--- config.mk ---
export PLATFORM = sky130hd
export DESIGN_NAME = masked_patch_ssd_distance_unit
export DESIGN_NICKNAME = d
export VERILOG_FILES = /design/src/rtl/core/mpssd_pkg.sv /design/src/rtl/core/mpssd_csr.sv /design/src/rtl/core/mpssd_ctrl.sv /design/src/rtl/core/mpssd_datapath.sv /design/src/rtl/core/masked_patch_ssd_distance_unit.sv
export SDC_FILE = /design/constraint.sdc
export NUM_CORES = 2
export LEC_CHECK = 0
export BUFFER_PORTS_ARGS = -buffer_cell sky130_fd_sc_hd__clkbuf_2
export CORE_MARGIN = 3
export CORE_UTILIZATION = 50
export CTS_CLUSTER_DIAMETER = 60
export DETAILED_ROUTE_END_ITERATION = 16
export PLACE_DENSITY = 0.71
export RECOVER_POWER = 100
export SLEW_MARGIN = 25
export SYNTH_ARGS = -nofsm -noshare
export SYNTH_HDL_FRONTEND = slang
export SYNTH_SLANG_ARGS = --single-unit
export TNS_END_PERCENT = 5
--- constraint.sdc ---
create_clock -name clock -period 26.7 [get_ports clock]
set_input_delay 5.34 -clock clock [delete_from_list [all_inputs] [get_ports clock]]
set_output_delay 5.34 -clock clock [all_outputs]
set_load 0.02 [all_outputs]
--- src/rtl/core/mpssd_pkg.sv ---
package mpssd_pkg;

   localparam int DEF_MAX_PATCH_RADIUS = 7;
   localparam int DEF_COORD_BITS       = 12;

   localparam int RADIUS_W   = 3;
   localparam int RADIUS_MAX = (1 << RADIUS_W) - 1;
   localparam int SIZE_W     = 12;
   localparam int PIX_W      = 24;
   localparam int LIMIT_W    = 16;
   localparam int ACC_W      = 32;
   localparam int QUO_W      = 16;
   localparam int COST_W     = 18;
   localparam int CSR_IDX_W  = 3;
   localparam int CSR_DATA_W = 12;

   // 3*255*255 = 65535 * 765 / 257
   localparam logic [COST_W-1:0] SAMPLE_MAX_COST = COST_W'(3 * 255 * 255);
   localparam int                CHAN_COST       = 765;
   localparam int                DIST_MUL        = 257;
   localparam int                DIST_MUL_W      = $clog2(DIST_MUL + 1);
   localparam logic [QUO_W-1:0]  DIST_SCALE      = QUO_W'(65535);

   localparam logic [RADIUS_W-1:0] RST_PATCH_RADIUS = RADIUS_W'(3);
   localparam logic [SIZE_W-1:0]   RST_IMAGE_SIZE   = SIZE_W'(512);

   typedef enum logic [CSR_IDX_W-1:0] {
      REG_PATCH_RADIUS  = 3'd0,
      REG_SOURCE_HEIGHT = 3'd1,
      REG_SOURCE_WIDTH  = 3'd2,
      REG_TARGET_HEIGHT = 3'd3,
      REG_TARGET_WIDTH  = 3'd4
   } reg_index_type;

   typedef enum logic [2:0] {
      ST_ACCUM,
      ST_LOAD,
      ST_MULT,
      ST_CMP,
      ST_DIV,
      ST_DONE
   } state_type;

   typedef struct packed {
      logic [RADIUS_W-1:0] radius;
      logic [SIZE_W-1:0]   src_height;
      logic [SIZE_W-1:0]   src_width;
      logic [SIZE_W-1:0]   tgt_height;
      logic [SIZE_W-1:0]   tgt_width;
   } cfg_type;

   typedef struct packed {
      logic acc;
      logic last;
      logic load;
      logic mult;
      logic cmp;
      logic div_step;
      logic out_load;
   } cmd_type;

   typedef struct packed {
      logic over;
   } status_type;

endpackage

--- src/rtl/core/mpssd_csr.sv ---
module mpssd_csr
   import mpssd_pkg::*;
(
   input  logic                  clock,
   input  logic                  reset,
   input  logic                  csr_valid,
   output logic                  csr_ready,
   input  logic [CSR_IDX_W-1:0]  csr_index,
   input  logic [CSR_DATA_W-1:0] csr_wdata,
   output cfg_type               cfg
);

   cfg_type cfg_ff;
   cfg_type cfg_in;

   assign csr_ready = 1'b1;
   assign cfg       = cfg_ff;

   always_comb begin
      cfg_in = cfg_ff;
      if (csr_valid) begin
         unique case (reg_index_type'(csr_index))
            REG_PATCH_RADIUS:  cfg_in.radius     = csr_wdata[RADIUS_W-1:0];
            REG_SOURCE_HEIGHT: cfg_in.src_height = csr_wdata[SIZE_W-1:0];
            REG_SOURCE_WIDTH:  cfg_in.src_width  = csr_wdata[SIZE_W-1:0];
            REG_TARGET_HEIGHT: cfg_in.tgt_height = csr_wdata[SIZE_W-1:0];
            REG_TARGET_WIDTH:  cfg_in.tgt_width  = csr_wdata[SIZE_W-1:0];
            default:           cfg_in = cfg_ff;
         endcase
      end
   end

   always_ff @(posedge clock) begin
      if (reset) begin
         cfg_ff.radius     <= RST_PATCH_RADIUS;
         cfg_ff.src_height <= RST_IMAGE_SIZE;
         cfg_ff.src_width  <= RST_IMAGE_SIZE;
         cfg_ff.tgt_height <= RST_IMAGE_SIZE;
         cfg_ff.tgt_width  <= RST_IMAGE_SIZE;
      end else begin
         cfg_ff <= cfg_in;
      end
   end

endmodule

--- src/rtl/core/mpssd_ctrl.sv ---
module mpssd_ctrl
   import mpssd_pkg::*;
(
   input  logic       clock,
   input  logic       reset,
   input  logic       req_valid,
   output logic       req_stall,
   input  logic       req_last_sample,
   output logic       rsp_valid,
   input  logic       rsp_stall,
   input  status_type status,
   output cmd_type    cmd
);

   localparam int CNT_W = $clog2(QUO_W);

   state_type        state_ff, state_in;
   logic [CNT_W-1:0] cnt_ff, cnt_in;
   logic             rsp_valid_ff, rsp_valid_in;
   logic             slot_free;

   assign slot_free = !rsp_valid_ff || !rsp_stall;
   assign rsp_valid = rsp_valid_ff;

   always_comb begin
      state_in = state_ff;
      unique case (state_ff)
         ST_ACCUM: begin
            if (req_valid && req_last_sample) state_in = ST_LOAD;
         end
         ST_LOAD:  state_in = ST_MULT;
         ST_MULT:  state_in = ST_CMP;
         ST_CMP:   state_in = status.over ? ST_DONE : ST_DIV;
         ST_DIV: begin
            if (cnt_ff == CNT_W'(QUO_W - 1)) state_in = ST_DONE;
         end
         ST_DONE: begin
            if (slot_free) state_in = ST_ACCUM;
         end
         default:  state_in = ST_ACCUM;
      endcase
   end

   always_comb begin
      cmd          = '0;
      req_stall    = 1'b1;
      cnt_in       = cnt_ff;
      rsp_valid_in = rsp_valid_ff && rsp_stall;
      unique case (state_ff)
         ST_ACCUM: begin
            req_stall = 1'b0;
            cmd.acc   = req_valid;
            cmd.last  = req_valid && req_last_sample;
         end
         ST_LOAD:  cmd.load = 1'b1;
         ST_MULT:  cmd.mult = 1'b1;
         ST_CMP: begin
            cmd.cmp = 1'b1;
            cnt_in  = '0;
         end
         ST_DIV: begin
            cmd.div_step = 1'b1;
            cnt_in       = cnt_ff + CNT_W'(1);
         end
         ST_DONE: begin
            cmd.out_load = slot_free;
            if (slot_free) rsp_valid_in = 1'b1;
         end
         default: cmd = '0;
      endcase
   end

   always_ff @(posedge clock) begin
      if (reset) begin
         state_ff     <= ST_ACCUM;
         cnt_ff       <= '0;
         rsp_valid_ff <= 1'b0;
      end else begin
         state_ff     <= state_in;
         cnt_ff       <= cnt_in;
         rsp_valid_ff <= rsp_valid_in;
      end
   end

   a_last_starts_scale: assert property (@(posedge clock) disable iff (reset)
      (req_valid && !req_stall && req_last_sample) |=> state_ff == ST_LOAD)
      else $error("last sample did not start scaling");

   a_load_slot_free: assert property (@(posedge clock) disable iff (reset)
      cmd.out_load |-> slot_free)
      else $error("result loaded over a pending one");

   a_one_command: assert property (@(posedge clock) disable iff (reset)
      $onehot0({cmd.acc, cmd.load, cmd.mult, cmd.cmp, cmd.div_step, cmd.out_load}))
      else $error("conflicting datapath commands");

   a_div_entry: assert property (@(posedge clock) disable iff (reset)
      (state_ff == ST_CMP && !status.over) |=> (state_ff == ST_DIV && cnt_ff == '0))
      else $error("divide entered with stale count");

endmodule

--- src/rtl/core/mpssd_datapath.sv ---
module mpssd_datapath
   import mpssd_pkg::*;
#(
   parameter int MAX_PATCH_RADIUS = DEF_MAX_PATCH_RADIUS,
   parameter int COORD_BITS       = DEF_COORD_BITS
)(
   input  logic                         clock,
   input  logic                         reset,
   input  cmd_type                      cmd,
   output status_type                   status,
   input  cfg_type                      cfg,
   input  logic signed [COORD_BITS-1:0] req_src_row,
   input  logic signed [COORD_BITS-1:0] req_src_col,
   input  logic signed [COORD_BITS-1:0] req_tgt_row,
   input  logic signed [COORD_BITS-1:0] req_tgt_col,
   input  logic [PIX_W-1:0]             req_src_pixel,
   input  logic [PIX_W-1:0]             req_tgt_pixel,
   input  logic                         req_src_masked,
   input  logic                         req_tgt_masked,
   input  logic [LIMIT_W-1:0]           req_limit,
   output logic [QUO_W-1:0]             rsp_patch_distance,
   output logic                         rsp_over_limit
);

   localparam int EFF_RADIUS = (MAX_PATCH_RADIUS < RADIUS_MAX) ? MAX_PATCH_RADIUS : RADIUS_MAX;
   localparam int SIDE_MAX   = 2 * EFF_RADIUS + 1;
   localparam int AREA_MAX   = SIDE_MAX * SIDE_MAX;
   localparam int SIDE_W     = $clog2(SIDE_MAX + 1);
   localparam int AREA_W     = $clog2(AREA_MAX + 1);
   localparam int DEN_W      = $clog2(AREA_MAX * CHAN_COST + 1);
   localparam int NUM_W      = ACC_W + DIST_MUL_W;
   localparam int BND_W      = LIMIT_W + DEN_W;
   localparam int WIDE_W     = (NUM_W > BND_W) ? NUM_W : BND_W;
   localparam int CMP_W      = ((COORD_BITS > SIZE_W) ? COORD_BITS : SIZE_W) + 2;

   function automatic logic at_edge(input logic signed [COORD_BITS-1:0] v,
                                    input logic [SIZE_W-1:0] size);
      logic signed [CMP_W-1:0] vx;
      logic signed [CMP_W-1:0] sx;
      vx = CMP_W'(v);
      sx = signed'(CMP_W'(size));
      return (vx <= 0) || (vx >= sx - CMP_W'(1));
   endfunction

   function automatic logic [COST_W-1:0] sq_rgb(input logic [PIX_W-1:0] a,
                                                input logic [PIX_W-1:0] b);
      logic signed [8:0]        d;
      logic signed [COST_W-1:0] dx;
      logic signed [COST_W-1:0] sq;
      logic [COST_W-1:0]        s;
      s = '0;
      for (int c = 0; c < 3; c++) begin
         d  = signed'({1'b0, a[8*c +: 8]}) - signed'({1'b0, b[8*c +: 8]});
         dx = COST_W'(d);
         sq = dx * dx;
         s  = s + unsigned'(sq);
      end
      return s;
   endfunction

   logic [ACC_W-1:0]    sum_ff;
   logic [ACC_W-1:0]    fin_ff;
   logic [LIMIT_W-1:0]  lim_ff;
   logic [DEN_W-1:0]    den_ff;
   logic [NUM_W-1:0]    num_ff;
   logic [BND_W-1:0]    bound_ff;
   logic [DEN_W-1:0]    rem_ff;
   logic [QUO_W-1:0]    quo_ff;
   logic                over_ff;
   logic [QUO_W-1:0]    dist_ff;
   logic                olim_ff;

   logic                edge_hit;
   logic [COST_W-1:0]   cost;
   logic [ACC_W:0]      total;
   logic [ACC_W-1:0]    total_sat;
   logic [RADIUS_W-1:0] r_eff;
   logic [SIDE_W-1:0]   side;
   logic [AREA_W-1:0]   area;
   logic [DEN_W-1:0]    den_in;
   logic                over;
   logic [DEN_W:0]      trial;
   logic                ge;

   assign edge_hit = at_edge(req_src_row, cfg.src_height) || at_edge(req_tgt_row, cfg.tgt_height)
                  || at_edge(req_src_col, cfg.src_width)  || at_edge(req_tgt_col, cfg.tgt_width);
   assign cost      = (edge_hit || req_src_masked || req_tgt_masked) ? SAMPLE_MAX_COST
                                                                     : sq_rgb(req_src_pixel,
                                                                              req_tgt_pixel);
   assign total     = {1'b0, sum_ff} + (ACC_W + 1)'(cost);
   assign total_sat = total[ACC_W] ? '1 : total[ACC_W-1:0];

   assign r_eff  = (cfg.radius > RADIUS_W'(EFF_RADIUS)) ? RADIUS_W'(EFF_RADIUS) : cfg.radius;
   assign side   = SIDE_W'({r_eff, 1'b1});
   assign area   = AREA_W'(side) * AREA_W'(side);
   assign den_in = DEN_W'(area) * DEN_W'(CHAN_COST);

   assign over        = WIDE_W'(num_ff) > WIDE_W'(bound_ff);
   assign status.over = over;

   assign trial = {rem_ff, quo_ff[QUO_W-1]};
   assign ge    = trial >= {1'b0, den_ff};

   assign rsp_patch_distance = dist_ff;
   assign rsp_over_limit     = olim_ff;

   always_ff @(posedge clock) begin
      if (reset) begin
         sum_ff <= '0;
      end else if (cmd.acc) begin
         sum_ff <= cmd.last ? '0 : total_sat;
      end
   end

   always_ff @(posedge clock) begin
      if (cmd.last) begin
         fin_ff <= total_sat;
         lim_ff <= req_limit;
      end
      if (cmd.load) begin
         den_ff <= den_in;
         num_ff <= (NUM_W'(fin_ff) << 8) + NUM_W'(fin_ff);
      end
      if (cmd.mult) begin
         bound_ff <= BND_W'(lim_ff) * BND_W'(den_ff);
      end
      // not over limit implies the quotient fits, so num >> 16 is below den
      if (cmd.cmp) begin
         over_ff <= over;
         rem_ff  <= num_ff[QUO_W +: DEN_W];
         quo_ff  <= num_ff[QUO_W-1:0];
      end
      if (cmd.div_step) begin
         rem_ff <= ge ? DEN_W'(trial - {1'b0, den_ff}) : trial[DEN_W-1:0];
         quo_ff <= {quo_ff[QUO_W-2:0], ge};
      end
      if (cmd.out_load) begin
         dist_ff <= over_ff ? DIST_SCALE : quo_ff;
         olim_ff <= over_ff;
      end
   end

endmodule

--- src/rtl/core/masked_patch_ssd_distance_unit.sv ---
// Masked patch SSD distance. Feed one source/target sample pair per request;
// while a patch streams in, a request is taken every cycle. The request
// flagged last_sample closes the patch: the input then stalls while the sum
// is scaled (load, multiply, compare and, unless it exceeds the scaled limit,
// a one-bit-per-cycle restoring divider that produces the 16-bit distance).
// One response per patch is held in an output register; if it has not been
// taken when the next patch closes, the input stalls until it is. The user
// must write configuration through the csr port only while no patch is in
// flight; the block does not enforce this. csr_ready is always high.
module masked_patch_ssd_distance_unit
   import mpssd_pkg::*;
#(
   parameter int MAX_PATCH_RADIUS = DEF_MAX_PATCH_RADIUS,
   parameter int COORD_BITS       = DEF_COORD_BITS
)(
   input  logic                         clock,
   input  logic                         reset,
   input  logic                         req_valid,
   output logic                         req_stall,
   input  logic signed [COORD_BITS-1:0] req_src_row,
   input  logic signed [COORD_BITS-1:0] req_src_col,
   input  logic signed [COORD_BITS-1:0] req_tgt_row,
   input  logic signed [COORD_BITS-1:0] req_tgt_col,
   input  logic [PIX_W-1:0]             req_src_pixel,
   input  logic [PIX_W-1:0]             req_tgt_pixel,
   input  logic                         req_src_masked,
   input  logic                         req_tgt_masked,
   input  logic [LIMIT_W-1:0]           req_limit,
   input  logic                         req_last_sample,
   output logic                         rsp_valid,
   input  logic                         rsp_stall,
   output logic [QUO_W-1:0]             rsp_patch_distance,
   output logic                         rsp_over_limit,
   input  logic                         csr_valid,
   output logic                         csr_ready,
   input  logic [CSR_IDX_W-1:0]         csr_index,
   input  logic [CSR_DATA_W-1:0]        csr_wdata
);

   cfg_type    cfg;
   cmd_type    cmd;
   status_type status;

   mpssd_csr u_csr (
      .clock     (clock),
      .reset     (reset),
      .csr_valid (csr_valid),
      .csr_ready (csr_ready),
      .csr_index (csr_index),
      .csr_wdata (csr_wdata),
      .cfg       (cfg)
   );

   mpssd_ctrl u_ctrl (
      .clock           (clock),
      .reset           (reset),
      .req_valid       (req_valid),
      .req_stall       (req_stall),
      .req_last_sample (req_last_sample),
      .rsp_valid       (rsp_valid),
      .rsp_stall       (rsp_stall),
      .status          (status),
      .cmd             (cmd)
   );

   mpssd_datapath #(
      .MAX_PATCH_RADIUS (MAX_PATCH_RADIUS),
      .COORD_BITS       (COORD_BITS)
   ) u_datapath (
      .clock              (clock),
      .reset              (reset),
      .cmd                (cmd),
      .status             (status),
      .cfg                (cfg),
      .req_src_row        (req_src_row),
      .req_src_col        (req_src_col),
      .req_tgt_row        (req_tgt_row),
      .req_tgt_col        (req_tgt_col),
      .req_src_pixel      (req_src_pixel),
      .req_tgt_pixel      (req_tgt_pixel),
      .req_src_masked     (req_src_masked),
      .req_tgt_masked     (req_tgt_masked),
      .req_limit          (req_limit),
      .rsp_patch_distance (rsp_patch_distance),
      .rsp_over_limit     (rsp_over_limit)
   );

endmodule
==> impl_metrics.yaml <==
setup_path:
  timing.critical_path.arrival_ns: 16.67
  critical_path.reg2reg.endpoint: "u_datapath.sum_ff[19]$_SDFFE_PP0P_"
  critPathLaunch: "req_src_pixel[16]"
  cp-end-kind: "register"
  reg2reg_launch_point: "u_csr.cfg[4]$_SDFFE_PP0P_"
  critPathMaxFanout: 31
  cp-start-kind: "input port"
  crit_slowest_cell: "sky130_fd_sc_hd__or3_1"
  r2r_setup_slack_ns: 19.19
  worstPathRequired_ns: 27.15
  reg2reg_depth: 22
  timing.critical_path.to: "u_datapath.sum_ff[19]$_SDFFE_PP0P_"
  cpMostUsedCell: "sky130_fd_sc_hd__fa_1"
  slowest_delay_ns: 0.89
  criticalPathCategory: "in2reg"
finish:
  layout-area-overhead-vs-synth_pct: 7.963
  share_of_layout_cells_above_drive_strength_1_pct: 6.404
  nets: 4913
  final_util_pct: 55.15
  fillCellCount: 6232
  layout.cell_area.non_filler_mm2: 0.03822
place:
  port-buffer-count: 153
  placed_cell_area_mm2: 0.03712
  routabilityCongestion: 0.8828
  hpwlAfterDp_um: 66890
  place_ws_ns: 10.62
yosys:
  synth_common_cells: "sky130_fd_sc_hd__inv_1, sky130_fd_sc_hd__nand2_1, sky130_fd_sc_hd__fa_1"
  synth-edff-count: 190
  synth_seq_cells: 281
  synth.lib_cells_used.distinct: 88
  synth_area_per_cell_um2: 9.341
  synth_seq_area_share_pct: 21.26
  synthMostInstantiatedCell: "sky130_fd_sc_hd__inv_1"
  synth_cells: 3790
  synthDominantAreaCellType: "sky130_fd_sc_hd__fa_1"
  synth_top_cell_area_share_pct: 25.16
  top_post_synthesis_cells_by_area: "sky130_fd_sc_hd__fa_1, sky130_fd_sc_hd__edfxtp_1, sky130_fd_sc_hd__ha_1"
  synth-main-ff-cell: "sky130_fd_sc_hd__edfxtp_1"
  syn-cell-area_mm2: 0.03540
  ys.warnings.count: 0
  ffs_w_async_s_r_synth_pct: 0
floorplanning:
  core_region_area_mm2: 0.06931
  rows: 96
  dieWidth_um: 272.1
  initial_utilization_pct: 51.08
  die_area_mm2: 0.07403
  io-pin-count: 155
  die_h_um: 272.1
clock_tree:
  tritoncts: "yes"
  clock_root_cell: "sky130_fd_sc_hd__clkbuf_16"
  clock_pin_slew_on_the_worst_setup_and_hold_paths_ns: 0.06
  max-clock-path-buffers: 3
  ctsHtreeMaxLevel: 2
  insertion_delay_ns: 0.55
  cts_setup_buffers: 0
  holdBufCountCts: 0
  cts-buffers-inserted: 36
  cts.sink_count: 281
  quantity_of_gates_resized_following_cts: 0
global_route:
  grt_first_pass_wirelength_um: 137000
  grt_start_max_net_pins: 68
  first_global_vias: 27010
  overflow: 0
  grtUsageTotal_pct: 22.92
  grt_antenna_before_repair: 0
timing:
  timing_hold_violations_final: 0
  tns_ns: 0
  rsz0062_at_grt: "false"
  slew_viol_final: 263
  timing_worst_slew_pin_value_ns: 3.412
  min_period_over_period_pct: 60.77
  max_slew_headroom_pct: -127.5
  fmax_mhz: 61.63
  setup_viol: 0
  finalWorstSetupSlack_ns: 10.47
  final.setup_skew_ns: 0.02557
  timing.final.crit_period_ns: 16.23
routing:
  drt_first_iter_violations: 1686
  drt-wirelength-per-cell_um: 17.01
  wl_met1_um: 34730
  detail-route-antenna-nets: 0
  topRoutingLayerUsed: "met4"
  met3_wirelength_um: 4067
  via_per_inst: 5.425
  drt-pass1-iter-count: 6
  wl_um: 82780
  drcViolationCount: 0
  met2_routed_wirelength_um: 41250
  route.vias.total: 26400
min_path:
  hold_start: "u_ctrl.cnt_ff[3]$_SDFFE_PP0P_"
  min_path_type: "reg2reg"
outcome:
  violations: "max-capacitance violations, max-slew violations"
  run_status: "finished with violations"
run:
  timing.max_cap.violations: 6
==> stage by stage <==
stage | hold WS [ns] | std cells
after detailed placement | 0.4592 | 4801
after global placement | 0.4471 | 4801
after global routing | 0.4942 | 4866
after floorplan | 0.4267 | 3792
after CTS | 0.4679 | 4866
final | 0.4613 | 4867
==> worst max-delay path: cells and delay by family <==
kind / cells / cell delay (ns)
AOI/OAI and AO/OA: 15 / 3.08
xor gates and xnor gates: 1 / 0.18
adders and majority gates: 12 / 5.14
buffers and inverters: 7 / 1.23
and+or+nand+nor: 6 / 1.67
==> how the worst min path moves through the flow <==
stage | end | slack [ns] | depth (start not counted)
4_1_cts | u_ctrl.cnt_ff[3]$_SDFFE_PP0P_ | 0.47 | 1
5_1_grt | u_ctrl.cnt_ff[3]$_SDFFE_PP0P_ | 0.49 | 1
2_1_floorplan | u_ctrl.cnt_ff[3]$_SDFFE_PP0P_ | 0.43 | 1
6_report | u_ctrl.cnt_ff[3]$_SDFFE_PP0P_ | 0.46 | 1
3_3_place_gp | u_ctrl.cnt_ff[3]$_SDFFE_PP0P_ | 0.45 | 1
3_5_place_dp | u_ctrl.cnt_ff[3]$_SDFFE_PP0P_ | 0.46 | 1
==> placed cells by master, fill, tap and decap left out, types with 23 or more instances in the layout <==
cell and count:
sky130_fd_sc_hd__a21o_1 54, sky130_fd_sc_hd__a21oi_1 174, sky130_fd_sc_hd__and2_1 99, sky130_fd_sc_hd__clkbuf_1 33, sky130_fd_sc_hd__clkbuf_16 36, sky130_fd_sc_hd__clkbuf_2 133, sky130_fd_sc_hd__dfxtp_1 91, sky130_fd_sc_hd__edfxtp_1 190
sky130_fd_sc_hd__fa_1 445, sky130_fd_sc_hd__ha_1 425, sky130_fd_sc_hd__inv_1 645, sky130_fd_sc_hd__mux2i_1 23, sky130_fd_sc_hd__nand2_1 498, sky130_fd_sc_hd__nand2b_1 23, sky130_fd_sc_hd__nand3_1 51, sky130_fd_sc_hd__nand4_1 29
sky130_fd_sc_hd__nor2_1 196, sky130_fd_sc_hd__nor2b_1 24, sky130_fd_sc_hd__nor3_1 61, sky130_fd_sc_hd__nor4_1 29, sky130_fd_sc_hd__o21a_1 26, sky130_fd_sc_hd__o21ai_0 99, sky130_fd_sc_hd__or2_2 28, sky130_fd_sc_hd__xnor2_1 149
sky130_fd_sc_hd__xor2_1 52
==> layout make-up <==
type | count | area [um^2] | area share, %
antenna | 1 | 2.502 | 0.006547
clock buffer | 46 | 978.4 | 2.560
clock inverter | 19 | 250.2 | 0.6547
inverter | 652 | 2447 | 6.403
multi-input combinational | 2762 | 24970 | 65.33
sequential | 281 | 7527 | 19.69
tap | 931 | 1165 | 3.048
timing repair buffer | 175 | 879.6 | 2.301
==> logic make-up (layout without fill, tap and decap cells) <==
logic type	count (synthesis)	count (layout)	share of synthesized area, %
fa+ha+maj	870	870	40.18
buf+inv	749	892	8.079
mux	27	27	0.7775
flops	281	281	21.26
xor+xnor	201	201	4.973
other cells	2	5	0.02121
simple gates	1123	1123	14.85
compound gates	537	537	9.850
==> layer usage <==
| layer | vias up | global-route usage [%] |
|---|---|---|
| li1 | 12660 | - |
| met1 | 12960 | 29.86 |
| met2 | 643 | 39.94 |
| met3 | 133 | 2.546 |
| met4 | 0 | 7.512 |
| met5 | - | 0 |
==> state kept, by name, indices dropped and copies added (netlist names) <==
signal	cells
u_csr.cfg	51
u_ctrl.cnt_ff	4
u_ctrl.rsp_valid	1
u_ctrl.state_ff	3
u_datapath.bound_ff	34
u_datapath.den_ff	15
u_datapath.fin_ff	32
u_datapath.lim_ff	16
u_datapath.num_ff	41
u_datapath.over_ff	1
u_datapath.quo_ff	16
u_datapath.rem_ff	18
u_datapath.rsp_over_limit	1
u_datapath.rsp_patch_distance	16
u_datapath.sum_ff	32
Power is left out: the tool's default activity adds up to more than one toggle a clock period on the data nets, which glitch-free logic cannot reach.
